## src/rtl/fsp_pkg.sv

```systemverilog
// Types, codes and constants of the format specifier parser.
// No dependencies; used by fsp_step, format_spec_parser and fsp_checker.
package fsp_pkg;

   localparam int NUMBER_BITS = 16;
   localparam int FIELD_BITS  = 16;
   localparam logic [NUMBER_BITS-1:0] NUM_MAX = '1;

   // characters
   localparam logic [7:0] CH_ZERO   = 8'h30;
   localparam logic [7:0] CH_NINE   = 8'h39;
   localparam logic [7:0] CH_HASH   = 8'h23;
   localparam logic [7:0] CH_SPACE  = 8'h20;
   localparam logic [7:0] CH_PLUS   = 8'h2B;
   localparam logic [7:0] CH_MINUS  = 8'h2D;
   localparam logic [7:0] CH_DOT    = 8'h2E;
   localparam logic [7:0] CH_PCT    = 8'h25;
   localparam logic [7:0] CH_LOW_H  = 8'h68;
   localparam logic [7:0] CH_LOW_L  = 8'h6C;
   localparam logic [7:0] CH_CAP_L  = 8'h4C;
   localparam logic [7:0] CH_LOW_D  = 8'h64;
   localparam logic [7:0] CH_LOW_I  = 8'h69;
   localparam logic [7:0] CH_LOW_O  = 8'h6F;
   localparam logic [7:0] CH_LOW_U  = 8'h75;
   localparam logic [7:0] CH_LOW_X  = 8'h78;
   localparam logic [7:0] CH_CAP_X  = 8'h58;
   localparam logic [7:0] CH_LOW_C  = 8'h63;
   localparam logic [7:0] CH_LOW_S  = 8'h73;
   localparam logic [7:0] CH_LOW_P  = 8'h70;
   localparam logic [7:0] CH_LOW_F  = 8'h66;

   // flag bit positions
   localparam int FLAG_MINUS = 0;
   localparam int FLAG_PLUS  = 1;
   localparam int FLAG_SPACE = 2;
   localparam int FLAG_ZERO  = 3;
   localparam int FLAG_HASH  = 4;

   // length modifier codes
   localparam logic [2:0] LEN_NONE = 3'd0;
   localparam logic [2:0] LEN_H    = 3'd1;
   localparam logic [2:0] LEN_HH   = 3'd2;
   localparam logic [2:0] LEN_L    = 3'd3;
   localparam logic [2:0] LEN_LL   = 3'd4;
   localparam logic [2:0] LEN_BIGL = 3'd5;

   // conversion codes
   localparam logic [3:0] CONV_D   = 4'd0;
   localparam logic [3:0] CONV_I   = 4'd1;
   localparam logic [3:0] CONV_O   = 4'd2;
   localparam logic [3:0] CONV_U   = 4'd3;
   localparam logic [3:0] CONV_X   = 4'd4;
   localparam logic [3:0] CONV_BX  = 4'd5;
   localparam logic [3:0] CONV_C   = 4'd6;
   localparam logic [3:0] CONV_S   = 4'd7;
   localparam logic [3:0] CONV_P   = 4'd8;
   localparam logic [3:0] CONV_F   = 4'd9;
   localparam logic [3:0] CONV_PCT = 4'd10;

   localparam logic [4:0] RADIX_OCT = 5'd8;
   localparam logic [4:0] RADIX_DEC = 5'd10;
   localparam logic [4:0] RADIX_HEX = 5'd16;

   localparam logic STATUS_OK  = 1'b0;
   localparam logic STATUS_BAD = 1'b1;

   typedef enum logic [2:0] {
      PH_FLAGS,
      PH_WIDTH,
      PH_PREC,
      PH_LEN_H,
      PH_LEN_L,
      PH_LEN_BIGL,
      PH_LEN_DONE
   } phase_type;

   typedef struct packed {
      phase_type              phase;
      logic [4:0]             flags_seen;
      logic [NUMBER_BITS-1:0] width_accum;
      logic                   dot_seen;
      logic [NUMBER_BITS-1:0] precision_accum;
      logic [2:0]             length_code;
   } parse_state_type;

   localparam parse_state_type STATE_CLEAR = '{
      phase:           PH_FLAGS,
      flags_seen:      5'd0,
      width_accum:     '0,
      dot_seen:        1'b0,
      precision_accum: '0,
      length_code:     LEN_NONE
   };

   typedef struct packed {
      logic [1:0]            prefix_length;
      logic [4:0]            radix;
      logic [3:0]            conversion;
      logic [2:0]            length_mod;
      logic [FIELD_BITS-1:0] precision_value;
      logic                  precision_given;
      logic [FIELD_BITS-1:0] field_width;
      logic [4:0]            flag_bits;
      logic                  status;
   } result_type;

endpackage

```

## src/rtl/fsp_step.sv

```systemverilog
// One parse step: next parser state and optional result for one character.
// Depends on fsp_pkg.
module fsp_step
   import fsp_pkg::*;
(
   input  logic [7:0]      character,
   input  parse_state_type state,
   output parse_state_type next_state,
   output logic            result_valid,
   output result_type      result
);

   localparam int AccBits = NUMBER_BITS + 4;

   logic       is_digit;
   logic [3:0] digit_val;
   logic       conv_ok;
   logic [3:0] conv_val;
   logic       is_flag;
   phase_type  tail_phase;
   phase_type  next_phase;
   logic [NUMBER_BITS-1:0] width_next;
   logic [NUMBER_BITS-1:0] prec_next;

   function automatic logic [NUMBER_BITS-1:0] accumulate(
      input logic [NUMBER_BITS-1:0] acc,
      input logic [3:0]             digit
   );
      logic [AccBits-1:0] v;
      v = ({4'd0, acc} << 3) + ({4'd0, acc} << 1) + {{NUMBER_BITS{1'b0}}, digit};
      return (v > {4'd0, NUM_MAX}) ? NUM_MAX : v[NUMBER_BITS-1:0];
   endfunction

   function automatic result_type make_done(
      input parse_state_type st,
      input logic [3:0]      conv,
      input logic [2:0]      len
   );
      result_type r;
      r.status          = STATUS_OK;
      r.flag_bits       = st.flags_seen;
      r.field_width     = FIELD_BITS'(st.width_accum);
      r.precision_given = st.dot_seen;
      r.precision_value = FIELD_BITS'(st.precision_accum);
      r.length_mod      = len;
      r.conversion      = conv;
      case (conv)
         CONV_X, CONV_BX, CONV_P: begin
            r.radix = RADIX_HEX; r.prefix_length = 2'd2;
         end
         CONV_O: begin
            r.radix = RADIX_OCT; r.prefix_length = 2'd1;
         end
         default: begin
            r.radix = RADIX_DEC; r.prefix_length = 2'd0;
         end
      endcase
      return r;
   endfunction

   function automatic result_type make_error();
      result_type r;
      r       = '0;
      r.status = STATUS_BAD;
      r.radix  = RADIX_DEC;
      return r;
   endfunction

   // character decode
   always_comb begin
      is_digit  = (character >= CH_ZERO) && (character <= CH_NINE);
      digit_val = 4'(character - CH_ZERO);
      is_flag   = (character == CH_ZERO) || (character == CH_HASH) ||
                  (character == CH_SPACE) || (character == CH_MINUS) ||
                  (character == CH_PLUS);
      conv_ok   = 1'b1;
      unique case (character)
         CH_LOW_D: conv_val = CONV_D;
         CH_LOW_I: conv_val = CONV_I;
         CH_LOW_O: conv_val = CONV_O;
         CH_LOW_U: conv_val = CONV_U;
         CH_LOW_X: conv_val = CONV_X;
         CH_CAP_X: conv_val = CONV_BX;
         CH_LOW_C: conv_val = CONV_C;
         CH_LOW_S: conv_val = CONV_S;
         CH_LOW_P: conv_val = CONV_P;
         CH_LOW_F: conv_val = CONV_F;
         CH_PCT:   conv_val = CONV_PCT;
         default: begin
            conv_val = CONV_D;
            conv_ok  = 1'b0;
         end
      endcase
      width_next = accumulate((state.phase == PH_FLAGS) ? '0 : state.width_accum, digit_val);
      prec_next  = accumulate(state.precision_accum, digit_val);
   end

   // phase after the shared tail of the flags, width and precision phases
   always_comb begin
      if (character == CH_DOT && state.phase != PH_PREC) tail_phase = PH_PREC;
      else if (character == CH_LOW_H)                    tail_phase = PH_LEN_H;
      else if (character == CH_LOW_L)                    tail_phase = PH_LEN_L;
      else if (character == CH_CAP_L)                    tail_phase = PH_LEN_BIGL;
      else                                               tail_phase = PH_FLAGS;
   end

   // next state of the phase machine
   always_comb begin
      unique case (state.phase)
         PH_FLAGS: begin
            if (is_flag)       next_phase = PH_FLAGS;
            else if (is_digit) next_phase = PH_WIDTH;
            else               next_phase = tail_phase;
         end
         PH_WIDTH, PH_PREC: begin
            if (is_digit) next_phase = state.phase;
            else          next_phase = tail_phase;
         end
         PH_LEN_H:
            next_phase = (character == CH_LOW_H) ? PH_LEN_DONE : PH_FLAGS;
         PH_LEN_L:
            next_phase = (character == CH_LOW_L) ? PH_LEN_DONE : PH_FLAGS;
         default: next_phase = PH_FLAGS;
      endcase
   end

   // data state and result
   always_comb begin
      next_state.phase           = next_phase;
      next_state.flags_seen      = state.flags_seen;
      next_state.width_accum     = state.width_accum;
      next_state.dot_seen        = state.dot_seen;
      next_state.precision_accum = state.precision_accum;
      next_state.length_code     = state.length_code;
      result_valid = 1'b0;
      result       = make_error();

      unique case (state.phase)
         PH_FLAGS, PH_WIDTH, PH_PREC: begin
            if (state.phase == PH_FLAGS && is_flag) begin
               case (character)
                  CH_ZERO:
                     if (!state.flags_seen[FLAG_MINUS])
                        next_state.flags_seen[FLAG_ZERO] = 1'b1;
                  CH_HASH: next_state.flags_seen[FLAG_HASH] = 1'b1;
                  CH_SPACE:
                     if (!state.flags_seen[FLAG_PLUS])
                        next_state.flags_seen[FLAG_SPACE] = 1'b1;
                  CH_MINUS: begin
                     next_state.flags_seen[FLAG_ZERO]  = 1'b0;
                     next_state.flags_seen[FLAG_MINUS] = 1'b1;
                  end
                  default: begin
                     next_state.flags_seen[FLAG_SPACE] = 1'b0;
                     next_state.flags_seen[FLAG_PLUS]  = 1'b1;
                  end
               endcase
            end else if (is_digit && state.phase != PH_PREC) begin
               next_state.width_accum = width_next;
            end else if (is_digit) begin
               next_state.precision_accum = prec_next;
            end else if (tail_phase == PH_PREC) begin
               next_state.dot_seen        = 1'b1;
               next_state.precision_accum = '0;
            end else if (tail_phase == PH_FLAGS) begin
               // conversion or stray byte ends the specifier
               result_valid = 1'b1;
               result = conv_ok ? make_done(state, conv_val, LEN_NONE) : make_error();
            end
         end
         PH_LEN_H, PH_LEN_L: begin
            if (character == CH_LOW_H && state.phase == PH_LEN_H) begin
               next_state.length_code = LEN_HH;
            end else if (character == CH_LOW_L && state.phase == PH_LEN_L) begin
               next_state.length_code = LEN_LL;
            end else begin
               result_valid = 1'b1;
               result = conv_ok ? make_done(state, conv_val,
                                  (state.phase == PH_LEN_H) ? LEN_H : LEN_L)
                                : make_error();
            end
         end
         PH_LEN_BIGL: begin
            result_valid = 1'b1;
            result = (character == CH_LOW_F) ? make_done(state, CONV_F, LEN_BIGL)
                                             : make_error();
         end
         PH_LEN_DONE: begin
            result_valid = 1'b1;
            result = conv_ok ? make_done(state, conv_val, state.length_code) : make_error();
         end
         default: begin
            result_valid = 1'b1;
            result       = make_error();
         end
      endcase

      if (result_valid) begin
         next_state.flags_seen      = STATE_CLEAR.flags_seen;
         next_state.width_accum     = STATE_CLEAR.width_accum;
         next_state.dot_seen        = STATE_CLEAR.dot_seen;
         next_state.precision_accum = STATE_CLEAR.precision_accum;
         next_state.length_code     = STATE_CLEAR.length_code;
      end
   end

endmodule

```

## src/rtl/format_spec_parser.sv

```systemverilog
// Top level of the format specifier parser: input register, parser state,
// result register. Depends on fsp_pkg and fsp_step.
//
//   channel | dir | payload
//   req_    | in  | tdata[7:0] character
//   rsp_    | out | tuser[0] status, tdata[51:0] specifier fields
//
// One character per cycle while req_tready is high. A character is held in
// the input register, is parsed by fsp_step and its result, if any, lands
// in the result register.
// Synchronous reset returns the parser to the flags phase with empty fields.
// A stalled result holds both stages; req_tready drops only while both are full.
module format_spec_parser
   import fsp_pkg::*;
(
   input  logic        clock,
   input  logic        reset,
   input  logic        req_tvalid,
   output logic        req_tready,
   input  logic [7:0]  req_tdata,   // [7:0] character
   output logic        rsp_tvalid,
   input  logic        rsp_tready,
   output logic [55:0] rsp_tdata,   // flag_bits[4:0], field_width[20:5],
                                    // precision_given[21], precision_value[37:22],
                                    // length_mod[40:38], conversion[44:41],
                                    // radix[49:45], prefix_length[51:50], zero pad
   output logic [0:0]  rsp_tuser    // [0] status
);

   logic            in_valid_ff, in_valid_in;
   logic [7:0]      char_ff, char_in;
   parse_state_type state_ff, state_in;
   logic            out_valid_ff, out_valid_in;
   result_type      result_ff, result_in;

   logic            advance;
   logic            step_valid;
   result_type      step_result;
   parse_state_type step_state;

   fsp_step u_step (
      .character    (char_ff),
      .state        (state_ff),
      .next_state   (step_state),
      .result_valid (step_valid),
      .result       (step_result)
   );

   assign advance    = !out_valid_ff || rsp_tready;
   assign req_tready = !in_valid_ff || advance;

   always_comb begin
      in_valid_in  = in_valid_ff;
      char_in      = char_ff;
      state_in     = state_ff;
      out_valid_in = out_valid_ff;
      result_in    = result_ff;
      if (advance) begin
         in_valid_in  = 1'b0;
         out_valid_in = in_valid_ff && step_valid;
         result_in    = step_result;
         if (in_valid_ff) state_in = step_state;
      end
      if (req_tvalid && req_tready) begin
         in_valid_in = 1'b1;
         char_in     = req_tdata;
      end
   end

   always_ff @(posedge clock) begin
      if (reset) begin
         in_valid_ff  <= 1'b0;
         out_valid_ff <= 1'b0;
         state_ff     <= STATE_CLEAR;
      end else begin
         in_valid_ff  <= in_valid_in;
         out_valid_ff <= out_valid_in;
         state_ff     <= state_in;
      end
   end

   always_ff @(posedge clock) begin
      char_ff   <= char_in;
      result_ff <= result_in;
   end

   assign rsp_tvalid = out_valid_ff;
   assign rsp_tuser  = result_ff.status;
   assign rsp_tdata  = {4'd0, result_ff[$bits(result_type)-1:1]};

endmodule

```

## config.mk

```make
export PLATFORM = sky130hd
export DESIGN_NAME = format_spec_parser
export DESIGN_NICKNAME = d
export VERILOG_FILES = /design/src/rtl/fsp_pkg.sv /design/src/rtl/fsp_step.sv /design/src/rtl/format_spec_parser.sv
export SDC_FILE = /design/constraint.sdc
export NUM_CORES = 1
export LEC_CHECK = 0
export BUFFER_PORTS_ARGS = -buffer_cell sky130_fd_sc_hd__buf_4
export CAP_MARGIN = 20
export CORE_ASPECT_RATIO = 0.7
export CORE_MARGIN = 3
export CORE_UTILIZATION = 45
export CTS_CLUSTER_DIAMETER = 40
export DETAILED_ROUTE_END_ITERATION = 8
export GPL_ROUTABILITY_DRIVEN = 0
export PLACE_DENSITY = 0.68
export SYNTH_ARGS = -nofsm -noshare
export SYNTH_HDL_FRONTEND = slang
export SYNTH_HIERARCHICAL = 1
export SYNTH_SLANG_ARGS = --single-unit
```

## constraint.sdc

```tcl
create_clock -name clock -period 4.3 [get_ports clock]
set_clock_uncertainty 0.05 [all_clocks]
set_input_delay 0.86 -clock clock [delete_from_list [all_inputs] [get_ports clock]]
set_output_delay 0.86 -clock clock [all_outputs]
set_load 0.02 [all_outputs]
```

# [Word-level counts from Yosys, hierarchy flattened]
# Cells that the tools add are included.
[op_classes] add_sub_neg=5 reduce_logical=46 muxes=58 n_lt_le_gt_ge=4 n_eq_ne=40
[ops] operator="$mux W53" count=10
[ops] operator="$pmux W53 S4" count=1
[ops] operator="$eq A8 B7 Y1 const B" count=13
[ops] operator="$mux W16" count=5
[ops] operator="$eq A8 B6 Y1 const B" count=7
[ops] operator="$mux W46" count=1
[ops] operator="$mux W41" count=1
[ops] operator="$add A19 B17 Y20" count=2
[ops] operator="$add A20 B4 Y20" count=2
[ops] operator="$gt A20 B16 Y1 const B" count=2
[ops] operator="$pmux W4 S10" count=1
[ops] operator="$mux W38" count=1
[ops] operator="$mux W3" count=12
[ops] operator="$mux W17" count=2
[ops] operator="$mux W33" count=1
[ops] operator="$reduce_and A5 Y1" count=4
[ops] operator="$reduce_and A6 Y1" count=3
[ops] operator="$mux W1" count=16
[ops] operator="$reduce_bool A2 Y1" count=8
[ops] operator="$pmux W7 S2" count=1
[ops] operator="$pmux W3 S4" count=1
[ops] operator="$reduce_or A11 Y1" count=1
[ops] operator="$eq A3 B2 Y1 const B" count=3
[ops] operator="$eq A3 B3 Y1 const B" count=3
[ops] operator="other kinds (25)" count=52
[totals] out_inout_bits=59 in_bits=12 register_bits=107

# [Logic depth before layout (Yosys ltp)]
[logic_depth] word_depth=14 mapped_depth=19 ltp_nobuf=16

# [Modules after synthesis]
# Netlist, hierarchy kept.
[by_module_without_submodules] mod="fsp_step" n_inst=1 area_per_inst_um2=3821.2 cells_per_inst=569 seq_area_each_um2=0.0
[by_module_without_submodules] mod="format_spec_parser" n_inst=1 area_per_inst_um2=3744.8 cells_per_inst=276 seq_area_each_um2=2752.6

# [Worst setup path before layout]
# OpenSTA, ideal clock, no wires.
[synth_path] path_kind="register to register" start="register state_ff[41] (netlist bit)" end="register state_ff[29] (netlist bit)" path_slack_ps=-21 t_arrival_ps=4139 path_stages_with_launch=20 t_required_ps=4118 cell_sequence="dfxtp_1 -> clkbuf_1 -> or3_1 -> clkbuf_1 -> clkbuf_1 -> and2_1 -> ha_1 -> ha_1 -> and3_1 -> clkbuf_1 -> a221o_1 -> a21o_1 -> a21o_1 -> a221oi_2 -> xor2_1 -> nand4_2 -> buf_6 -> o21a_1 -> nand3_2 -> a21oi_1"
[synth_lines] item="start: declaration" line="format_spec_parser.sv:32" rtl="parse_state_type state_ff, state_in;"
[synth_lines] item="start signal: assignment" line="format_spec_parser.sv:78" rtl="state_ff <= state_in;"

==> metrics.md <==
| Metric | Value |
|---|---|
| WP data required | 4.45 ns |
| Seq pwr share | 53.4% |
| Tmin final | 4.11 ns |
| Clock Path Buffers | 2 |
| Hpwl dp | 12.6 mm |
| Cell Area, Synth | 7570 um^2 |
| CORE AREA | 16000 um^2 |
| Drt first-iter violations | 618 |
| Yosys top cell area share | 24.2% |
| Static Leak | 3.56 nW |
| Clk network pwr share | 37.7% |
| Post-synthesis cell count | 845 |
| Worst path arrival time | 4.27 ns |
| Final hold violations | 0 |
| Number of cells after detailed placement | 1097 |
| Ys flop type | edfxtp_1 |
| Share of cells above drive strength 1 | 13.7% |
| Crit path capture type | flop |
| Post-CTS Hold Buffers | 0 |
| Initial antenna violation count | 0 |
| Initial Util | 47.4% |
| DRT Pass-1 Iters | 5 |
| Avg Inst Size Synth | 8.95 um^2 |
| Cts bufs inserted | 9 |
| Top post-synthesis cells by area | edfxtp_1, dfxtp_1, ha_1 |
| Switching share of power | 25.2% |
| Clock-pin slew on the worst setup and hold paths | 0.07 ns |
| Post-synth top area cell | edfxtp_1 |
| N_diodes | 0 |
| Ports | 71 |
| Final Max Tran Viols | 0 |
| Area Overhead vs Synth | 11.1% |
| Status | finished, final reports clean |
| Crit-path max FO | 16 |
| Power Density | 251 nW/um^2 |
| RSZ-0062 raised after global routing | no |
| DRC | 0 |
| Logic pwr share | 8.9% |
| Row Count | 38 |
| Multi-input logic area | 4380 um^2 |
| Final #Nets | 965 |
| GRT Total Usage | 20.5% |
| Yosys warning count | 6 |
| Worst path slowest cell | or3_4 |
| Total number of vias | 6439 |
| Post-route clock period utilization | 95.7% |
| Final setup TNS | 0 ns |
| Port bufs | 66 |
| Vias/cell | 5.79 |
| Die width | 161 um |
| CP peak stage delay | 0.47 ns |
| Die height | 114 um |
| DIE AREA | 18400 um^2 |
| Max-Cap Viols | 0 |
| First-pass GRT wire length | 31.1 mm |
| Hold Path Class | reg2reg |
| Async set or reset register ratio after synthesis | 0% |
| FF+latch count, synth | 107 |
| CP Launch Type | flop |
| CP Cell Sequence | or3_4, and2_1, ha_1, ha_1, fa_1, a211oi_1, nor2_1, o21a_1, a21bo_1, a41oi_1, xor2_1, nand4_2, buf_4, o21a_1, nand3_2, a21oi_1 |
| WP buf/inv | 1 |
| Yosys cell types | 78 |
| Antenna Nets Post-Route | 0 |
| WL final | 18.7 mm |
| WHS | 0.453 ns |
| Final Setup Violations | 0 |
| H-Tree Depth | 3 |
| Final Non-Filler Cells | 1113 |
| Worst-Margin Slew | 1.08 ns |
| Root buffer cell | clkbuf_16 |
| Post-synthesis sequential area ratio | 36.4% |
| Routed length per placed instance | 16.8 um |
| Hold_sp | state_ff[1]$_SDFFE_PP0P_ |
| Power Internal | 1.58 mW |
| CP startpoint | state_ff[43]$_SDFFE_PP0P_ |
| FMAX | 0.243 GHz |
| Number of synthesized flops with an enable pin | 61 |
| Clock Sinks | 107 |
| Kind of critical path | reg2reg |
| CP top delay family | compound AO/OA/AOI/OAI gates |
| Largest net degree at the start of global routing | 99 |
| Fillers | 1524 |
| Reg-to-Reg Start | state_ff[43]$_SDFFE_PP0P_ |
| Vias in the first global route | 5915 |
| P_sw | 531 uW |
| Reg area | 2750 um^2 |
| GRT overflow | 0 |
| Slew HR | 28.0% |
| Insertion delay to the later sink of the worst-skew pair | 0.35 ns |
| Peak VDD IR | 0.170 mV |
| CTS tree | done |
routing by layer:
metal / part of all wire (%) / vias up / global-route usage (%)
met5: 0 / - / 0
met4: 1.5 / 0 / 4.24
met3: 8.7 / 21 / 5.17
met2: 38 / 244 / 28.3
met1: 52 / 2991 / 32.0
li1: - / 3183 / -
logic make-up (layout without fill, tap and decap cells):
logic type | count (synthesis) | in the layout | synth area share, %
other | 2 | 6 | 0.0993
xor gates and xnor gates | 21 | 21 | 2.43
DFF | 107 | 107 | 36.4
AOI/OAI and AO/OA | 279 | 279 | 22.8
and+or+nand+nor | 298 | 298 | 21.1
adders and majority gates | 65 | 65 | 11.0
muxes | 1 | 1 | 0.132
buffers and inverters | 72 | 116 | 6.00
repair_timing:
item / CTS / global route
endpoints found under the setup margin: 0 / 16
resized for setup: 0 / 1
setup buffers: 0 / 0
final timing paths:
check / to / slack (ns) / cells past startpoint
max: state_ff[26]$_SDFFE_PP0P_ / 0.19 / 16
min: state_ff[1]$_SDFFE_PP0P_ / 0.45 / 2
max reg2reg: state_ff[26]$_SDFFE_PP0P_ / 0.19 / 16
min reg2reg: state_ff[1]$_SDFFE_PP0P_ / 0.45 / 2
power groups by stage:
stage	Sequential, mW	Combinational, mW	Clock, mW
floorplan	1.16	0.115	0
global placement	1.15	0.185	0
detailed placement	1.15	0.185	0
CTS	1.12	0.185	0.815
global route	1.13	0.203	0.851
finish	1.12	0.187	0.795
worst min-delay path, delay by kind of cell (launching register included):
| kind | cells | cell delay (ns) |
|---|---|---|
| AO/OA/AOI/OAI | 2 | 0.13 |
| flip-flops | 1 | 0.32 |
cells in the final DEF, fill, tap and decap left out, types with 39 or more instances in the layout:
| master | Yosys | layout |
|---|---|---|
| ha_1 | 62 | 62 |
| a21oi_1 | 80 | 80 |
| nor2_1 | 85 | 85 |
| and2_1 | 58 | 58 |
| o21ai_0 | 49 | 49 |
| dfxtp_1 | 46 | 46 |
| buf_4 | 11 | 84 |
| o21ai_1 | 39 | 39 |
| nand3_1 | 42 | 42 |
| edfxtp_1 | 61 | 61 |
final cells by class:
cell class	count	area share (%)
multi-input combinational	670	52.1
sequential	107	32.7
timing repair buffer	85	7.74
tap	220	3.27
clock buffer	12	2.93
inverter	15	0.819
clock inverter	4	0.402
synthesized netlist by cell type, types with 6 or more instances:
library cell / instances
nand3_2: 8
clkbuf_1: 22
and2_1: 58
nor2b_1: 7
a21oi_1: 80
nand3_1: 42
buf_4: 11
xnor2_1: 12
o21ai_0: 49
nor3_1: 13
buf_2: 8
ha_1: 62
nand2b_1: 9
a21o_1: 12
o31ai_1: 6
buf_6: 8
a31oi_1: 7
nand2_1: 33
a211oi_1: 18
o21ai_1: 39
o21a_1: 25
edfxtp_1: 61
nor2_1: 85
and3_1: 8
xor2_1: 9
dfxtp_1: 46
inv_1: 13
metrics by stage:
| stage | worst slack [ns] | util [%] | cell area [um^2] | total power, mW |
|---|---|---|---|---|
| after floorplan | 0.0111 | - | 7580 | 1.27 |
| after CTS | 0.0693 | 52.6 | 8400 | 2.12 |
| after global placement | 0.225 | 50.8 | 8120 | 1.33 |
| final | 0.185 | 52.6 | 8410 | 2.11 |
| after global routing | 0.0177 | 52.6 | 8410 | 2.18 |
| after detailed placement | 0.105 | 50.8 | 8120 | 1.33 |
sequential cells by signal, indices dropped and copies added, names as in the netlist:
signal       count
char_ff          8
in_valid_ff      1
rsp_tvalid       1
rsp_tuser        1
state_ff        44
rsp_tdata       52
(Power assumes the default switching activity.)
